File: src/rtl/cse_pkg.sv
package cse_pkg;

  localparam int POS_BITS   = 32;
  localparam int READ_POS_W = 32;
  localparam int OUT_POS_W  = 32;
  localparam int CHROM_W    = 16;
  localparam int STRAND_W   = 2;
  localparam int OP_W       = 4;
  localparam int LEN_W      = 28;
  localparam int ANCHOR_W   = 16;
  localparam int INTRON_W   = 28;
  localparam int CFG_ADDR_W = 2;
  localparam int CFG_DATA_W = 28;

  typedef logic [POS_BITS-1:0] pos_t;

  localparam pos_t POS_MAX = '1;

  localparam logic [ANCHOR_W-1:0] MIN_ANCHOR_RST = ANCHOR_W'(8);
  localparam logic [INTRON_W-1:0] MIN_INTRON_RST = INTRON_W'(70);
  localparam logic [INTRON_W-1:0] MAX_INTRON_RST = INTRON_W'(500000);

  localparam logic [STRAND_W-1:0] STRAND_UNKNOWN  = 2'd2;
  localparam logic [STRAND_W-1:0] STRAND_RESERVED = 2'd3;

  typedef enum logic [CFG_ADDR_W-1:0] {
    CFG_MIN_ANCHOR = 2'd0,
    CFG_MIN_INTRON = 2'd1,
    CFG_MAX_INTRON = 2'd2
  } cfg_idx_t;

  typedef enum logic [OP_W-1:0] {
    OP_M  = 4'd0,
    OP_I  = 4'd1,
    OP_D  = 4'd2,
    OP_N  = 4'd3,
    OP_S  = 4'd4,
    OP_H  = 4'd5,
    OP_P  = 4'd6,
    OP_EQ = 4'd7,
    OP_X  = 4'd8
  } cigar_op_t;

  typedef struct packed {
    logic [READ_POS_W-1:0] align_pos;
    logic [CHROM_W-1:0]    chrom_index;
    logic [STRAND_W-1:0]   strand_code;
    logic [OP_W-1:0]       op_code;
    logic [LEN_W-1:0]      op_length;
    logic                  first_op;
    logic                  last_op;
  } item_t;

  typedef struct packed {
    pos_t j_start;
    pos_t j_end;
    pos_t f_start;
    pos_t f_end;
  } junc_t;

  // Up to two junctions closed by one operation: a is the one closed by a skip,
  // b the one closed at the end of the read.
  typedef struct packed {
    logic                a_valid;
    logic                b_valid;
    junc_t               a;
    junc_t               b;
    logic [CHROM_W-1:0]  chrom;
    logic [STRAND_W-1:0] strand;
  } cand_t;

  function automatic pos_t clamp_pos(logic [READ_POS_W-1:0] p);
    logic [63:0] p64;
    p64 = 64'(p);
    if (p64 > 64'(POS_MAX)) begin
      return POS_MAX;
    end
    return pos_t'(p64);
  endfunction

  function automatic pos_t sat_add(pos_t a, logic [LEN_W-1:0] b);
    logic [POS_BITS:0] sum;
    sum = {1'b0, a} + (POS_BITS+1)'(b);
    if (sum[POS_BITS]) begin
      return POS_MAX;
    end
    return sum[POS_BITS-1:0];
  endfunction

  function automatic logic span_ok(junc_t j, logic [INTRON_W-1:0] mn,
                                   logic [INTRON_W-1:0] mx);
    logic [POS_BITS:0] d;
    pos_t              span;
    d    = {1'b0, j.j_end} - {1'b0, j.j_start};
    span = d[POS_BITS] ? '0 : d[POS_BITS-1:0];
    return (span >= pos_t'(mn)) && (span <= pos_t'(mx));
  endfunction

  // Overhang hi - lo, when non-negative, reaches the minimum anchor.
  function automatic logic anchored(pos_t hi, pos_t lo, logic [ANCHOR_W-1:0] a);
    logic [POS_BITS:0] d;
    d = {1'b0, hi} - {1'b0, lo};
    return !d[POS_BITS] && (d[POS_BITS-1:0] >= pos_t'(a));
  endfunction

endpackage

File: src/rtl/cse_in_if.sv
interface cse_in_if
  import cse_pkg::*;
();
  logic                  valid;
  logic                  ready;
  logic [READ_POS_W-1:0] align_pos;
  logic [CHROM_W-1:0]    chrom_index;
  logic [STRAND_W-1:0]   strand_code;
  logic [OP_W-1:0]       op_code;
  logic [LEN_W-1:0]      op_length;
  logic                  first_op;
  logic                  last_op;

  modport source (
    output valid, align_pos, chrom_index, strand_code, op_code, op_length,
           first_op, last_op,
    input  ready
  );

  modport sink (
    input  valid, align_pos, chrom_index, strand_code, op_code, op_length,
           first_op, last_op,
    output ready
  );
endinterface

File: src/rtl/cse_out_if.sv
interface cse_out_if
  import cse_pkg::*;
();
  logic                 valid;
  logic                 ready;
  logic [CHROM_W-1:0]   junc_chrom;
  logic [STRAND_W-1:0]  junc_strand;
  logic [OUT_POS_W-1:0] junc_start;
  logic [OUT_POS_W-1:0] junc_end;
  logic [OUT_POS_W-1:0] flank_start;
  logic [OUT_POS_W-1:0] flank_end;
  logic                 left_anchored;
  logic                 right_anchored;
  logic                 last_of_run;

  modport source (
    output valid, junc_chrom, junc_strand, junc_start, junc_end, flank_start,
           flank_end, left_anchored, right_anchored, last_of_run,
    input  ready
  );

  modport sink (
    input  valid, junc_chrom, junc_strand, junc_start, junc_end, flank_start,
           flank_end, left_anchored, right_anchored, last_of_run,
    output ready
  );
endinterface

File: src/rtl/cigar_splice_junction_extractor_top.sv
// Channel   Dir  Handshake             Beat
// in_ch     in   valid/ready           one CIGAR operation with read context
// out_ch    out  valid/ready           one splice junction
// cfg_*     in   cfg_we, no back-press one register write, index in cfg_addr
//
// Three register stages: input, junction candidates, result. One operation
// a cycle is accepted while each gives at most one junction and the result
// is not stalled. An operation that closes two passing junctions holds the
// candidate stage until both have left. Reset (synchronous, rst_n low)
// clears the junction state and the stage valids and loads the register
// defaults. A stalled result holds the candidate and input stages behind it.
module cigar_splice_junction_extractor_top
  import cse_pkg::*;
(
  input  logic                  clk,
  input  logic                  rst_n,
  cse_in_if.sink                in_ch,
  cse_out_if.source             out_ch,
  input  logic                  cfg_we,
  input  logic [CFG_ADDR_W-1:0] cfg_addr,
  input  logic [CFG_DATA_W-1:0] cfg_wdata
);

  logic [ANCHOR_W-1:0] min_anchor_r;
  logic [INTRON_W-1:0] min_intron_r, max_intron_r;

  logic  s0_vld_r;
  item_t s0_item_r;
  logic  s1_free, s0_adv;
  cand_t cand;

  always_ff @(posedge clk) begin
    if (!rst_n) begin
      min_anchor_r <= MIN_ANCHOR_RST;
      min_intron_r <= MIN_INTRON_RST;
      max_intron_r <= MAX_INTRON_RST;
    end else if (cfg_we) begin
      unique case (cfg_idx_t'(cfg_addr))
        CFG_MIN_ANCHOR: min_anchor_r <= cfg_wdata[ANCHOR_W-1:0];
        CFG_MIN_INTRON: min_intron_r <= cfg_wdata[INTRON_W-1:0];
        CFG_MAX_INTRON: max_intron_r <= cfg_wdata[INTRON_W-1:0];
        default: begin
        end
      endcase
    end
  end

  assign s0_adv      = s0_vld_r && s1_free;
  assign in_ch.ready = !s0_vld_r || s1_free;

  always_ff @(posedge clk) begin
    if (!rst_n) begin
      s0_vld_r <= 1'b0;
    end else if (in_ch.valid && in_ch.ready) begin
      s0_vld_r <= 1'b1;
    end else if (s1_free) begin
      s0_vld_r <= 1'b0;
    end
  end

  always_ff @(posedge clk) begin
    if (in_ch.valid && in_ch.ready) begin
      s0_item_r <= '{align_pos:   in_ch.align_pos,
                     chrom_index: in_ch.chrom_index,
                     strand_code: in_ch.strand_code,
                     op_code:     in_ch.op_code,
                     op_length:   in_ch.op_length,
                     first_op:    in_ch.first_op,
                     last_op:     in_ch.last_op};
    end
  end

  cse_track u_track (
    .clk   (clk),
    .rst_n (rst_n),
    .item  (s0_item_r),
    .take  (s0_adv),
    .cand  (cand)
  );

  cse_emit u_emit (
    .clk        (clk),
    .rst_n      (rst_n),
    .load       (s0_adv),
    .cand       (cand),
    .min_anchor (min_anchor_r),
    .min_intron (min_intron_r),
    .max_intron (max_intron_r),
    .s1_free    (s1_free),
    .out_ch     (out_ch)
  );

  // hold a stalled operation in the input stage
  a_s0_hold: assert property (@(posedge clk) disable iff (!rst_n)
    s0_vld_r && !s1_free |=> s0_vld_r && $stable(s0_item_r))
    else $error("input stage dropped a stalled operation");

  a_left_anchor: assert property (@(posedge clk) disable iff (!rst_n)
    out_ch.valid && out_ch.left_anchored |-> out_ch.junc_start >= out_ch.flank_start)
    else $error("left anchor flag set on negative overhang");

  a_right_anchor: assert property (@(posedge clk) disable iff (!rst_n)
    out_ch.valid && out_ch.right_anchored |-> out_ch.flank_end >= out_ch.junc_end)
    else $error("right anchor flag set on negative overhang");

  a_free_empty: assert property (@(posedge clk) disable iff (!rst_n)
    !s0_vld_r |-> in_ch.ready || s1_free)
    else $error("empty input stage refused a beat");

endmodule

File: src/rtl/cse_track.sv
module cse_track
  import cse_pkg::*;
(
  input  logic  clk,
  input  logic  rst_n,
  input  item_t item,
  input  logic  take,
  output cand_t cand
);

  logic                inj_r, inj_nxt;
  pos_t                cur_start_r, cur_start_nxt;
  pos_t                cur_end_r, cur_end_nxt;
  pos_t                cur_fs_r, cur_fs_nxt;
  pos_t                cur_fe_r, cur_fe_nxt;
  logic [CHROM_W-1:0]  chrom_r, chrom_nxt;
  logic [STRAND_W-1:0] strand_r, strand_nxt;

  logic b_inj;
  pos_t b_start, b_end, b_fs, b_fe, sum, load_pos;

  always_comb begin
    load_pos = clamp_pos(item.align_pos);

    // State as seen after a possible first-operation load
    b_inj      = inj_r;
    b_start    = cur_start_r;
    b_end      = cur_end_r;
    b_fs       = cur_fs_r;
    b_fe       = cur_fe_r;
    chrom_nxt  = chrom_r;
    strand_nxt = strand_r;
    if (item.first_op) begin
      b_inj      = 1'b0;
      b_start    = load_pos;
      b_fs       = load_pos;
      b_end      = '0;
      b_fe       = '0;
      chrom_nxt  = item.chrom_index;
      strand_nxt = (item.strand_code == STRAND_RESERVED) ? STRAND_UNKNOWN
                                                        : item.strand_code;
    end

    // A skip restarts from the right flank, other ops extend it: same operand
    sum = sat_add(b_inj ? b_fe : b_start, item.op_length);

    inj_nxt       = b_inj;
    cur_start_nxt = b_start;
    cur_end_nxt   = b_end;
    cur_fs_nxt    = b_fs;
    cur_fe_nxt    = b_fe;
    cand.a_valid  = 1'b0;
    cand.b_valid  = 1'b0;
    cand.a        = '{j_start: b_start, j_end: b_end, f_start: b_fs, f_end: b_fe};

    if (!(item.first_op && item.last_op)) begin
      unique case (cigar_op_t'(item.op_code))
        OP_N: begin
          cand.a_valid = b_inj;
          if (b_inj) begin
            cur_fs_nxt    = b_end;
            cur_start_nxt = b_fe;
          end
          cur_end_nxt = sum;
          cur_fe_nxt  = sum;
          inj_nxt     = 1'b1;
        end
        OP_M, OP_D, OP_EQ, OP_X: begin
          if (b_inj) begin
            cur_fe_nxt = sum;
          end else begin
            cur_start_nxt = sum;
          end
        end
        default: begin
        end
      endcase
      if (item.last_op) begin
        cand.b_valid = inj_nxt;
        inj_nxt      = 1'b0;
      end
    end

    cand.b      = '{j_start: cur_start_nxt, j_end: cur_end_nxt,
                    f_start: cur_fs_nxt, f_end: cur_fe_nxt};
    cand.chrom  = chrom_nxt;
    cand.strand = strand_nxt;
  end

  always_ff @(posedge clk) begin
    if (!rst_n) begin
      inj_r       <= 1'b0;
      cur_start_r <= '0;
      cur_end_r   <= '0;
      cur_fs_r    <= '0;
      cur_fe_r    <= '0;
      chrom_r     <= '0;
      strand_r    <= '0;
    end else if (take) begin
      inj_r       <= inj_nxt;
      cur_start_r <= cur_start_nxt;
      cur_end_r   <= cur_end_nxt;
      cur_fs_r    <= cur_fs_nxt;
      cur_fe_r    <= cur_fe_nxt;
      chrom_r     <= chrom_nxt;
      strand_r    <= strand_nxt;
    end
  end

endmodule

File: src/rtl/cse_emit.sv
module cse_emit
  import cse_pkg::*;
(
  input  logic                clk,
  input  logic                rst_n,
  input  logic                load,
  input  cand_t               cand,
  input  logic [ANCHOR_W-1:0] min_anchor,
  input  logic [INTRON_W-1:0] min_intron,
  input  logic [INTRON_W-1:0] max_intron,
  output logic                s1_free,
  cse_out_if.source           out_ch
);

  logic  a_vld_r, b_vld_r;
  cand_t cand_r;

  logic                 out_vld_r;
  junc_t                out_j_r;
  logic [CHROM_W-1:0]   out_chrom_r;
  logic [STRAND_W-1:0]  out_strand_r;
  logic                 out_la_r, out_ra_r, out_last_r;

  logic  pass_a, pass_b, out_free, send;
  junc_t sel;

  assign pass_a   = a_vld_r && span_ok(cand_r.a, min_intron, max_intron);
  assign pass_b   = b_vld_r && span_ok(cand_r.b, min_intron, max_intron);
  assign out_free = !out_vld_r || out_ch.ready;
  assign send     = out_free && (pass_a || pass_b);
  // Free once at most one passing junction is left and it can leave now
  assign s1_free  = !(pass_a && pass_b) && (out_free || !(pass_a || pass_b));
  assign sel      = pass_a ? cand_r.a : cand_r.b;

  always_ff @(posedge clk) begin
    if (!rst_n) begin
      a_vld_r <= 1'b0;
      b_vld_r <= 1'b0;
    end else if (s1_free) begin
      a_vld_r <= load && cand.a_valid;
      b_vld_r <= load && cand.b_valid;
    end else if (send) begin
      a_vld_r <= 1'b0;
    end
  end

  always_ff @(posedge clk) begin
    if (s1_free && load) begin
      cand_r <= cand;
    end
  end

  always_ff @(posedge clk) begin
    if (!rst_n) begin
      out_vld_r <= 1'b0;
    end else if (send) begin
      out_vld_r <= 1'b1;
    end else if (out_ch.ready) begin
      out_vld_r <= 1'b0;
    end
  end

  always_ff @(posedge clk) begin
    if (send) begin
      out_j_r      <= sel;
      out_chrom_r  <= cand_r.chrom;
      out_strand_r <= cand_r.strand;
      out_la_r     <= anchored(sel.j_start, sel.f_start, min_anchor);
      out_ra_r     <= anchored(sel.f_end, sel.j_end, min_anchor);
      out_last_r   <= !(pass_a && pass_b);
    end
  end

  assign out_ch.valid          = out_vld_r;
  assign out_ch.junc_chrom     = out_chrom_r;
  assign out_ch.junc_strand    = out_strand_r;
  assign out_ch.junc_start     = OUT_POS_W'(out_j_r.j_start);
  assign out_ch.junc_end       = OUT_POS_W'(out_j_r.j_end);
  assign out_ch.flank_start    = OUT_POS_W'(out_j_r.f_start);
  assign out_ch.flank_end      = OUT_POS_W'(out_j_r.f_end);
  assign out_ch.left_anchored  = out_la_r;
  assign out_ch.right_anchored = out_ra_r;
  assign out_ch.last_of_run    = out_last_r;

endmodule
File: src/flat_wrapper.sv
// flat-port wrapper written by rule: the top's interface ports become plain ports
module cigar_splice_junction_extractor_top_flat import cse_pkg::*;
  (clk, rst_n, cfg_we, cfg_addr, cfg_wdata, in_ch_valid, in_ch_align_pos, in_ch_chrom_index, in_ch_strand_code, in_ch_op_code, in_ch_op_length, in_ch_first_op, in_ch_last_op, in_ch_ready, out_ch_valid, out_ch_junc_chrom, out_ch_junc_strand, out_ch_junc_start, out_ch_junc_end, out_ch_flank_start, out_ch_flank_end, out_ch_left_anchored, out_ch_right_anchored, out_ch_last_of_run, out_ch_ready);
  cse_in_if in_ch_i ();
  cse_out_if out_ch_i ();
  input  logic clk;
  input  logic rst_n;
  input  logic cfg_we;
  input  logic [CFG_ADDR_W-1:0] cfg_addr;
  input  logic [CFG_DATA_W-1:0] cfg_wdata;
  input wire logic [$bits(in_ch_i.valid)-1:0] in_ch_valid;
  input wire logic [$bits(in_ch_i.align_pos)-1:0] in_ch_align_pos;
  input wire logic [$bits(in_ch_i.chrom_index)-1:0] in_ch_chrom_index;
  input wire logic [$bits(in_ch_i.strand_code)-1:0] in_ch_strand_code;
  input wire logic [$bits(in_ch_i.op_code)-1:0] in_ch_op_code;
  input wire logic [$bits(in_ch_i.op_length)-1:0] in_ch_op_length;
  input wire logic [$bits(in_ch_i.first_op)-1:0] in_ch_first_op;
  input wire logic [$bits(in_ch_i.last_op)-1:0] in_ch_last_op;
  output wire logic [$bits(in_ch_i.ready)-1:0] in_ch_ready;
  output wire logic [$bits(out_ch_i.valid)-1:0] out_ch_valid;
  output wire logic [$bits(out_ch_i.junc_chrom)-1:0] out_ch_junc_chrom;
  output wire logic [$bits(out_ch_i.junc_strand)-1:0] out_ch_junc_strand;
  output wire logic [$bits(out_ch_i.junc_start)-1:0] out_ch_junc_start;
  output wire logic [$bits(out_ch_i.junc_end)-1:0] out_ch_junc_end;
  output wire logic [$bits(out_ch_i.flank_start)-1:0] out_ch_flank_start;
  output wire logic [$bits(out_ch_i.flank_end)-1:0] out_ch_flank_end;
  output wire logic [$bits(out_ch_i.left_anchored)-1:0] out_ch_left_anchored;
  output wire logic [$bits(out_ch_i.right_anchored)-1:0] out_ch_right_anchored;
  output wire logic [$bits(out_ch_i.last_of_run)-1:0] out_ch_last_of_run;
  input wire logic [$bits(out_ch_i.ready)-1:0] out_ch_ready;
  assign in_ch_i.valid = in_ch_valid;
  assign in_ch_i.align_pos = in_ch_align_pos;
  assign in_ch_i.chrom_index = in_ch_chrom_index;
  assign in_ch_i.strand_code = in_ch_strand_code;
  assign in_ch_i.op_code = in_ch_op_code;
  assign in_ch_i.op_length = in_ch_op_length;
  assign in_ch_i.first_op = in_ch_first_op;
  assign in_ch_i.last_op = in_ch_last_op;
  assign in_ch_ready = in_ch_i.ready;
  assign out_ch_valid = out_ch_i.valid;
  assign out_ch_junc_chrom = out_ch_i.junc_chrom;
  assign out_ch_junc_strand = out_ch_i.junc_strand;
  assign out_ch_junc_start = out_ch_i.junc_start;
  assign out_ch_junc_end = out_ch_i.junc_end;
  assign out_ch_flank_start = out_ch_i.flank_start;
  assign out_ch_flank_end = out_ch_i.flank_end;
  assign out_ch_left_anchored = out_ch_i.left_anchored;
  assign out_ch_right_anchored = out_ch_i.right_anchored;
  assign out_ch_last_of_run = out_ch_i.last_of_run;
  assign out_ch_i.ready = out_ch_ready;
  cigar_splice_junction_extractor_top u_core (.clk(clk), .rst_n(rst_n), .in_ch(in_ch_i), .out_ch(out_ch_i), .cfg_we(cfg_we), .cfg_addr(cfg_addr), .cfg_wdata(cfg_wdata));
endmodule
File: config.mk
export PLATFORM = sky130hd
export DESIGN_NAME = cigar_splice_junction_extractor_top_flat
export DESIGN_NICKNAME = d
export VERILOG_FILES = /design/src/rtl/cse_pkg.sv /design/src/rtl/cse_in_if.sv /design/src/rtl/cse_out_if.sv /design/src/rtl/cigar_splice_junction_extractor_top.sv /design/src/rtl/cse_track.sv /design/src/rtl/cse_emit.sv /design/src/flat_wrapper.sv
export SDC_FILE = /design/constraint.sdc
export NUM_CORES = 2
export LEC_CHECK = 0
export BUFFER_PORTS_ARGS = -buffer_cell sky130_fd_sc_hd__buf_2
export CAP_MARGIN = 5
export CORE_UTILIZATION = 50
export CTS_CLUSTER_DIAMETER = 40
export DETAILED_ROUTE_END_ITERATION = 8
export PLACE_DENSITY = 0.69
export SYNTH_ARGS = -nofsm -noshare
export SYNTH_HDL_FRONTEND = slang
export SYNTH_SLANG_ARGS = --single-unit
File: constraint.sdc
create_clock -name clk -period 12 [get_ports clk]
set_input_delay 2.4 -clock clk [delete_from_list [all_inputs] [get_ports clk]]
set_output_delay 2.4 -clock clk [all_outputs]
set_load 0.02 [all_outputs]
; ---- Yosys cells after proc, flatten, opt, wreduce, memory -nomap -nowiden
; Cells that the tools add are included.
[totals]
reg_bits = 730
latchBits = 0
mem_bits_rw = 0
mem_bits_ro = 0
inputBits = 119
n_memories = 0
[classes]
addsub = 5
n_mul = 0
n_div = 0
order_cmp = 6
eq_ne = 7
shifts = 0
mux = 38
n_bitwise = 0
n_reduce_logical = 34
[ops]
columns = op, count
row1 = 32-bit 2-to-1 mux, 18
row2 = 32-bit by 32-bit subtractor with 33-bit output, 4
row3 = 128-bit 2-to-1 mux, 1
row4 = 32-bit one-hot mux with 2 select lines, 2
row5 = 32-bit by 16-bit greater-or-equal comparator with 1-bit output, 2
row6 = 32-bit by 28-bit greater-or-equal comparator with 1-bit output, 2
row7 = 32-bit by 28-bit less-or-equal comparator with 1-bit output, 2
row8 = 32-bit by 28-bit adder with 33-bit output, 1
row9 = 16-bit 2-to-1 mux, 1
row10 = 1-bit logical AND, 15
row11 = 1-bit 2-to-1 mux, 13
row12 = 4-bit by 2-bit equality test with 1-bit output (second input constant), 2
row13 = 1-bit zero test, 6
row14 = 2-bit 2-to-1 mux, 3
row15 = 2-bit AND reduction, 3
row16 = 2-bit nonzero test, 3
row17 = 2-bit equality test (second input constant), 2
row18 = 4-bit by 3-bit equality test with 1-bit output (second input constant), 1
row19 = 4-bit equality test (second input constant), 1
row20 = 4-bit zero test, 1
row21 = 1-bit logical OR, 4
row22 = 4-bit OR reduction, 1
row23 = 2-bit by 1-bit equality test with 1-bit output (second input constant), 1
row24 = 2-bit zero test, 1

; ---- Depth between registers and ports, before layout
[logic_depth]
depth_word = 12
ltp_mapped = 53
ltp_nobuf = 50

; ---- Modules after synthesis
; Synthesis repeated with hierarchy kept, for this count alone.
[unflattened]
hier_cells = 4104
area_unflattened_um2 = 41981.5
[modules_own_cells]
columns = module, instances, cells_each, area_each_um2, seq_area_each_um2
row1 = cse_emit, 1, 2287, 25539.5, 12762.2
row2 = cse_track, 1, 1445, 11116.9, 2942.8
row3 = cigar_splice_junction_extractor_top, 1, 372, 5325.1, 3983.8

; ---- Least setup slack after synthesis
; Ideal clock, no wire load.
[synth_path]
kind = register to register
startpoint = reg u_core.u_emit.cand_r[82] (netlist bit)
endpoint = reg u_core.u_emit.out_j_r, in the netlist u_core.u_emit.out_ch.flank_end[0], enable pin
setup_ns = 0.660
t_arrival_ns = 11.540
t_required_ns = 11.340
path_slack_ns = -0.199
path_stages_with_launch = 32
synth_period_minus_slack_ns = 12.199
path_cell_list = edfxtp_1 inv_1 ha_1 inv_1 fa_1 a21o_1 a21oi_1 o21ai_0 a21oi_1 o21bai_1 a21o_1 a31oi_1 o21ai_0 a21o_1 a41oi_1 clkbuf_1 clkbuf_1 nor2_1 ha_1 a21o_1 a21o_1 a21o_1 a21o_1 a21o_1 a21o_1 a21oi_1 or3_1 nand4_1 a21oi_1 and3_1 a21oi_1 nor2_1
[synth_between]
elab_chain_cells = 7
elab_cells_between_ends = 8
[synth_rtl]
columns = item, line_no
row1 = "start, declared", cse_emit.sv:16  ; cand_t cand_r;
row2 = "start signal, assigned", cse_emit.sv:49  ; cand_r <= cand;
row3 = 32-bit by 32-bit subtractor with 33-bit output (*), cse_pkg.sv:94  ; d = {1'b0, j.j_end} - {1'b0, j.j_start};
row4 = 32-bit 2-to-1 mux (*), cse_pkg.sv:95  ; span = d[POS_BITS] ? '0 : d[POS_BITS-1:0];
row5 = 32-bit by 28-bit greater-or-equal comparator with 1-bit output / 32-bit by 28-bit less-or-equal comparator with 1-bit output (equally long branches), cse_pkg.sv:96  ; return (span >= pos_t'(mn)) && (span <= pos_t'(mx));
row6 = 1-bit logical AND (*), cse_pkg.sv:96
row7 = 1-bit logical AND (*), cse_emit.sv:28  ; assign pass_b = b_vld_r && span_ok(cand_r.b, min_intron, max_intron);
row8 = 1-bit logical OR (*), cse_emit.sv:30  ; assign send = out_free && (pass_a || pass_b);
row9 = 1-bit logical AND (*), cse_emit.sv:30
row10 = via u_core.u_emit.send, cse_emit.sv:24  ; logic pass_a, pass_b, out_free, send;
row11 = "end signal, assigned", cse_emit.sv:65  ; out_j_r <= sel;
row12 = "end, declared", cse_emit.sv:19  ; junc_t out_j_r;
; The timed path passes the listed nets; every way through them passes the cells marked *.
; A chain may end at the register's enable or synchronous reset.

==> summary.md <==
| Metric | Value |
|---|---|
| Final number of setup-violating endpoints | `0` |
| Initial DRT Pass Iterations | `6` |
| Total of buffers placed on input and output ports | `between 200 and 300` |
| Part of the total power dissipated in combinational logic | `0.189` |
| Clk pin slew, worst setup/hold paths | `approximately 0.050 ns` |
| Syn avg cell area | `between 9 and 10 µm²` |
| Number of nets with antenna violations after detailed routing | `0` |
| I/O pin count | `270` |
| Worst Hold Class | `reg -> reg` |
| Post-Syn Instances | `~4300` |
| Number of global-route vias before repair | `31700` |
| Required time reported for the critical path endpoint | `between 10 and 15 ns` |
| Final TNS setup | `0 ns` |
| Master cell of the clock root buffer | `sky130_fd_sc_hd__clkbuf_16` |
| Number of H-tree levels | `3` |
| GRT Total Usage | `0.312` |
| Worst hold margin | `0.416 ns` |
| Die Height | `between 200 and 300 µm` |
| Clk network pwr share | `0.431` |
| Worst Setup Start Kind | `flop` |
| Row Count | `105` |
| Fraction of power consumed by sequential logic | `0.380` |
| Final nets | `4954` |
| Clock period minus final worst setup slack | `approximately 11 ns` |
| Cell area after synthesis | `41600 µm²` |
| Crit path capture | `u_core.u_emit.out_ch.left_anchored` |
| Maximum clock frequency | `87.9 MHz` |
| Critical path origin | `u_core.u_emit.cand_r[230]` |
| Critical register-to-register path startpoint | `u_core.u_emit.cand_r[230]` |
| YS warnings | `0` |
| Cell count after placement | `5491` |
| Placer's final routability congestion estimate | `0.963` |
| Final HPWL from detailed placement | `101000 µm` |
| Maximum number of pins on one net before global-route repair | `160` |
| Switching power of the nets | `roughly 0.0023 W` |
| Die Span X | `291 µm` |
| Post-route setup slack | `0.629 ns` |
| Peak supply drop | `roughly 0.14 mV` |
| Static leakage power | `approximately 20 nW` |
| Most used flip-flop cell after synthesis | `sky130_fd_sc_hd__edfxtp_1` |
| Via total after detailed routing | `~34000` |
| Slowest CP cell | `sky130_fd_sc_hd__or4_1` |
| Synthesis-to-layout area growth | `15.1%` |
| Cell class contributing the biggest share of worst-path delay | `compound AO/OA/AOI/OAI gates` |
| Final Slew Violations | `0` |
| Buffer levels on the longest clock path | `3` |
| Final critical-path share of the clock period | `0.948` |
| Crit path buf inv count | `2` |
| Number of maximum-capacitance constraint violations | `0` |
| Internal power of the cells | `approximately 0.0053 W` |
| Area of the core | `around 80000 µm²` |
| Number of enable-type register cells in the synthesized netlist | `just over 500` |
| Crit end category | `flop` |
| Cell types occupying the most area after synthesis | `sky130_fd_sc_hd__edfxtp_1 37%, sky130_fd_sc_hd__dfxtp_1 11%, sky130_fd_sc_hd__ha_1 8.9%` |
| Final Skew | `roughly 0.05 ns` |
| Cell seen most often among critical-path stages | `sky130_fd_sc_hd__ha_1` |
| Library cell occupying the most area in the post-synthesis netlist | `sky130_fd_sc_hd__edfxtp_1` |
| Worst setup slack before clock tree synthesis | `just under 0.5 ns` |
| Non-filler cells, final | `around 5700` |
| Post-synthesis sequential element count | `between 700 and 800` |
| Async set-reset flop share out of synthesis | `0` |
| Flop2flop setup slack | `~0.63 ns` |
| Detailed-route vias per instance | `5.91` |
| Post-synthesis cell type count | `89` |
| Global route total overflow | `0` |
| Length in cells of the worst reg-to-reg path | `45` |
| Fraction of final layout cells sized beyond drive strength 1 | `0.138` |
| Worst R2R End | `u_core.u_emit.out_ch.left_anchored` |
| Average wire per standard cell | `approximately 24 µm` |
| Crit-path max cell delay | `~0.53 ns` |
| DRT iter0 DRCs | `3629` |
| Area share of the largest cell type after synthesis | `0.366` |
| Arrival time reported for the critical path endpoint | `~12 ns` |
| Nets in the synthesized netlist | `approximately 4700` |
| Number of hold-repair buffers added at the cts stage | `0` |
| Setup repair after global routing missed its margin | `false` |
| Ratio of total power to cell area | `approximately 160 nW/µm²` |
| Result of the run | `completed` |
| Starting density of the core | `0.506` |
| DRC viols | `0` |
| Detailed-route wire length | `about 130000 µm` |
| Clock net sink count | `730` |
| Transition time at the pin with the least slew margin | `between 1 and 1.5 ns` |
| Clk_lat worst skew | `just under 0.7 ns` |
| Wire length of the first global-routing pass | `between 150000 and 200000 µm` |
| Seq/Total Area, Yosys | `0.473` |
| Crit Path Max Fanout | `29` |
| Number of antenna violations at the first check in global routing | `5` |
| Critical Setup Path Class | `reg -> reg` |
| CTS Buf Count | `approximately 110` |
| Hold Vio Cnt, Final | `0` |
| Switching fraction of total power | `0.298` |
| TritonCTS clock tree | `yes` |
| Stages on worst setup path | `between 40 and 50` |
| Die outline area | `between 80000 and 90000 µm²` |
| Relative slew slack | `0.104` |
-- cell type report --
cell class | count | area, µm²
Multi-Input combinational cell | 3059 | 20100
Tap cell | 1070 | 1340
Clock inverter | 82 | 910
Timing Repair Buffer | 320 | 1780
Inverter | 314 | 1190
Sequential cell | 730 | 19700
Clock buffer | 126 | 2900
Antenna cell | 1 | 2.50
Fill cell | 7037 | 34300
-- layout by cell type (no fill, tap or decap), types with 13 or more instances in the layout --
cell,count
sky130_fd_sc_hd__nand2_1,600
sky130_fd_sc_hd__edfxtp_1,507
sky130_fd_sc_hd__nor2_1,347
sky130_fd_sc_hd__inv_1,312
sky130_fd_sc_hd__ha_1,296
sky130_fd_sc_hd__a21oi_1,273
sky130_fd_sc_hd__buf_2,269
sky130_fd_sc_hd__o21ai_0,241
sky130_fd_sc_hd__dfxtp_1,222
sky130_fd_sc_hd__mux2i_1,158
sky130_fd_sc_hd__a21o_1,120
sky130_fd_sc_hd__clkbuf_16,112
sky130_fd_sc_hd__nor2b_1,105
sky130_fd_sc_hd__and2_1,73
sky130_fd_sc_hd__mux2_2,67
sky130_fd_sc_hd__xnor2_1,65
sky130_fd_sc_hd__a211oi_1,56
sky130_fd_sc_hd__nor3_1,49
sky130_fd_sc_hd__buf_4,47
sky130_fd_sc_hd__xor2_1,43
sky130_fd_sc_hd__nand2b_1,40
sky130_fd_sc_hd__o21a_1,38
sky130_fd_sc_hd__nand4_1,37
sky130_fd_sc_hd__nand3_1,37
sky130_fd_sc_hd__a31oi_1,36
sky130_fd_sc_hd__o211ai_1,35
sky130_fd_sc_hd__o21bai_1,26
sky130_fd_sc_hd__and3_1,21
sky130_fd_sc_hd__a22oi_1,20
sky130_fd_sc_hd__a22o_1,19
sky130_fd_sc_hd__or2_2,17
sky130_fd_sc_hd__a221o_1,17
sky130_fd_sc_hd__inv_8,16
sky130_fd_sc_hd__a21boi_0,14
sky130_fd_sc_hd__nor4_1,14
sky130_fd_sc_hd__clkinv_2,14
sky130_fd_sc_hd__o31ai_1,13
sky130_fd_sc_hd__inv_6,13
-- what timing repair did --
| item | 4_1_cts | 5_1_grt |
|---|---|---|
| setup endpoints to repair | 0 | 2 |
| buffers inserted | 0 | 2 |
| resized for setup | 0 | 10 |
| endpoints found under the hold margin | 0 | 0 |
-- power by group through the flow --
stage                     combinational, W  sequential, W  clock, W
after floorplan                   0.000954        0.00290         0
after global placement             0.00138        0.00292         0
after detailed placement           0.00139        0.00292         0
after CTS                          0.00140        0.00287   0.00330
after global routing               0.00155        0.00288   0.00341
final                              0.00143        0.00287   0.00326
-- worst min path at each step --
stage	start	end	slack, ns	depth (start not counted)
after floorplan	u_core.u_emit.cand_r[2]	u_core.u_emit.out_ch.junc_chrom[0]	0.40	0
final	u_core.u_emit.cand_r[5]	u_core.u_emit.out_ch.junc_chrom[3]	0.42	0
after CTS	u_core.u_emit.cand_r[5]	u_core.u_emit.out_ch.junc_chrom[3]	0.42	0
after detailed placement	u_core.u_emit.cand_r[5]	u_core.u_emit.out_ch.junc_chrom[3]	0.40	0
after global routing	u_core.u_emit.cand_r[9]	u_core.u_emit.out_ch.junc_chrom[7]	0.42	0
after global placement	u_core.u_emit.cand_r[14]	u_core.u_emit.out_ch.junc_chrom[12]	0.40	0
-- Yosys cell counts, types with 26 or more instances --
cell type and instances:
sky130_fd_sc_hd__a31oi_1 37, sky130_fd_sc_hd__o21a_1 38, sky130_fd_sc_hd__dfxtp_1 223, sky130_fd_sc_hd__nand3_1 38
sky130_fd_sc_hd__nand2b_1 41, sky130_fd_sc_hd__a21o_1 120, sky130_fd_sc_hd__xor2_1 43, sky130_fd_sc_hd__edfxtp_1 507
sky130_fd_sc_hd__nor2b_1 106, sky130_fd_sc_hd__inv_1 313, sky130_fd_sc_hd__ha_1 296, sky130_fd_sc_hd__nand4_1 37
sky130_fd_sc_hd__o21bai_1 26, sky130_fd_sc_hd__o211ai_1 35, sky130_fd_sc_hd__mux2_2 67, sky130_fd_sc_hd__clkbuf_1 153
sky130_fd_sc_hd__mux2i_1 159, sky130_fd_sc_hd__xnor2_1 65, sky130_fd_sc_hd__nor2_1 352, sky130_fd_sc_hd__o21ai_0 241
sky130_fd_sc_hd__nand2_1 600, sky130_fd_sc_hd__and2_1 74, sky130_fd_sc_hd__a211oi_1 56, sky130_fd_sc_hd__a21oi_1 274
sky130_fd_sc_hd__nor3_1 49
-- registers in the layout (all words and copies together), names as in the netlist, 2 cells and up --
signal	count
u_core.u_emit.out_ch.flank_end	32
u_core.u_emit.out_ch.junc_end	32
u_core.u_emit.out_ch.flank_start	32
u_core.u_track.strand_r	2
u_core.u_emit.out_ch.junc_strand	2
u_core.max_intron_r	28
u_core.min_anchor_r	16
u_core.s0_item_r	84
u_core.u_track.cur_start_r	32
u_core.u_emit.out_ch.junc_start	32
u_core.min_intron_r	28
u_core.u_track.cur_fe_r	32
u_core.u_track.chrom_r	16
u_core.u_track.cur_end_r	32
u_core.u_emit.out_ch.junc_chrom	16
u_core.u_track.cur_fs_r	32
u_core.u_emit.cand_r	274
-- stage by stage --
step	total power, W	area, µm²	util
5_1_grt	0.00784	47900	0.583
2_1_floorplan	0.00386	41600	-
3_5_place_dp	0.00431	44100	0.536
3_3_place_gp	0.00430	44100	0.536
6_report	0.00756	47900	0.583
4_1_cts	0.00756	47900	0.582
-- routing by layer --
layer  GRT usage  part of all wire  vias up
met2       0.465              0.43     1601
li1            -                 -    15800
met4       0.101             0.031        0
met3      0.0634              0.10      236
met1       0.451              0.44    16100
met5           0                 0        -
-- cell families after synthesis --
family                     Yosys count  share of synthesized area
DFF                                730                      0.473
adders and majority gates          307                     0.0928
AOI/OAI and AO/OA                 1022                      0.157
and+or+nand+nor                   1395                      0.152
buffers and inverters              504                     0.0463
xor gates and xnor gates           108                     0.0227
muxes                              227                     0.0567
No activity file was read; power rests on OpenSTA's default activity.
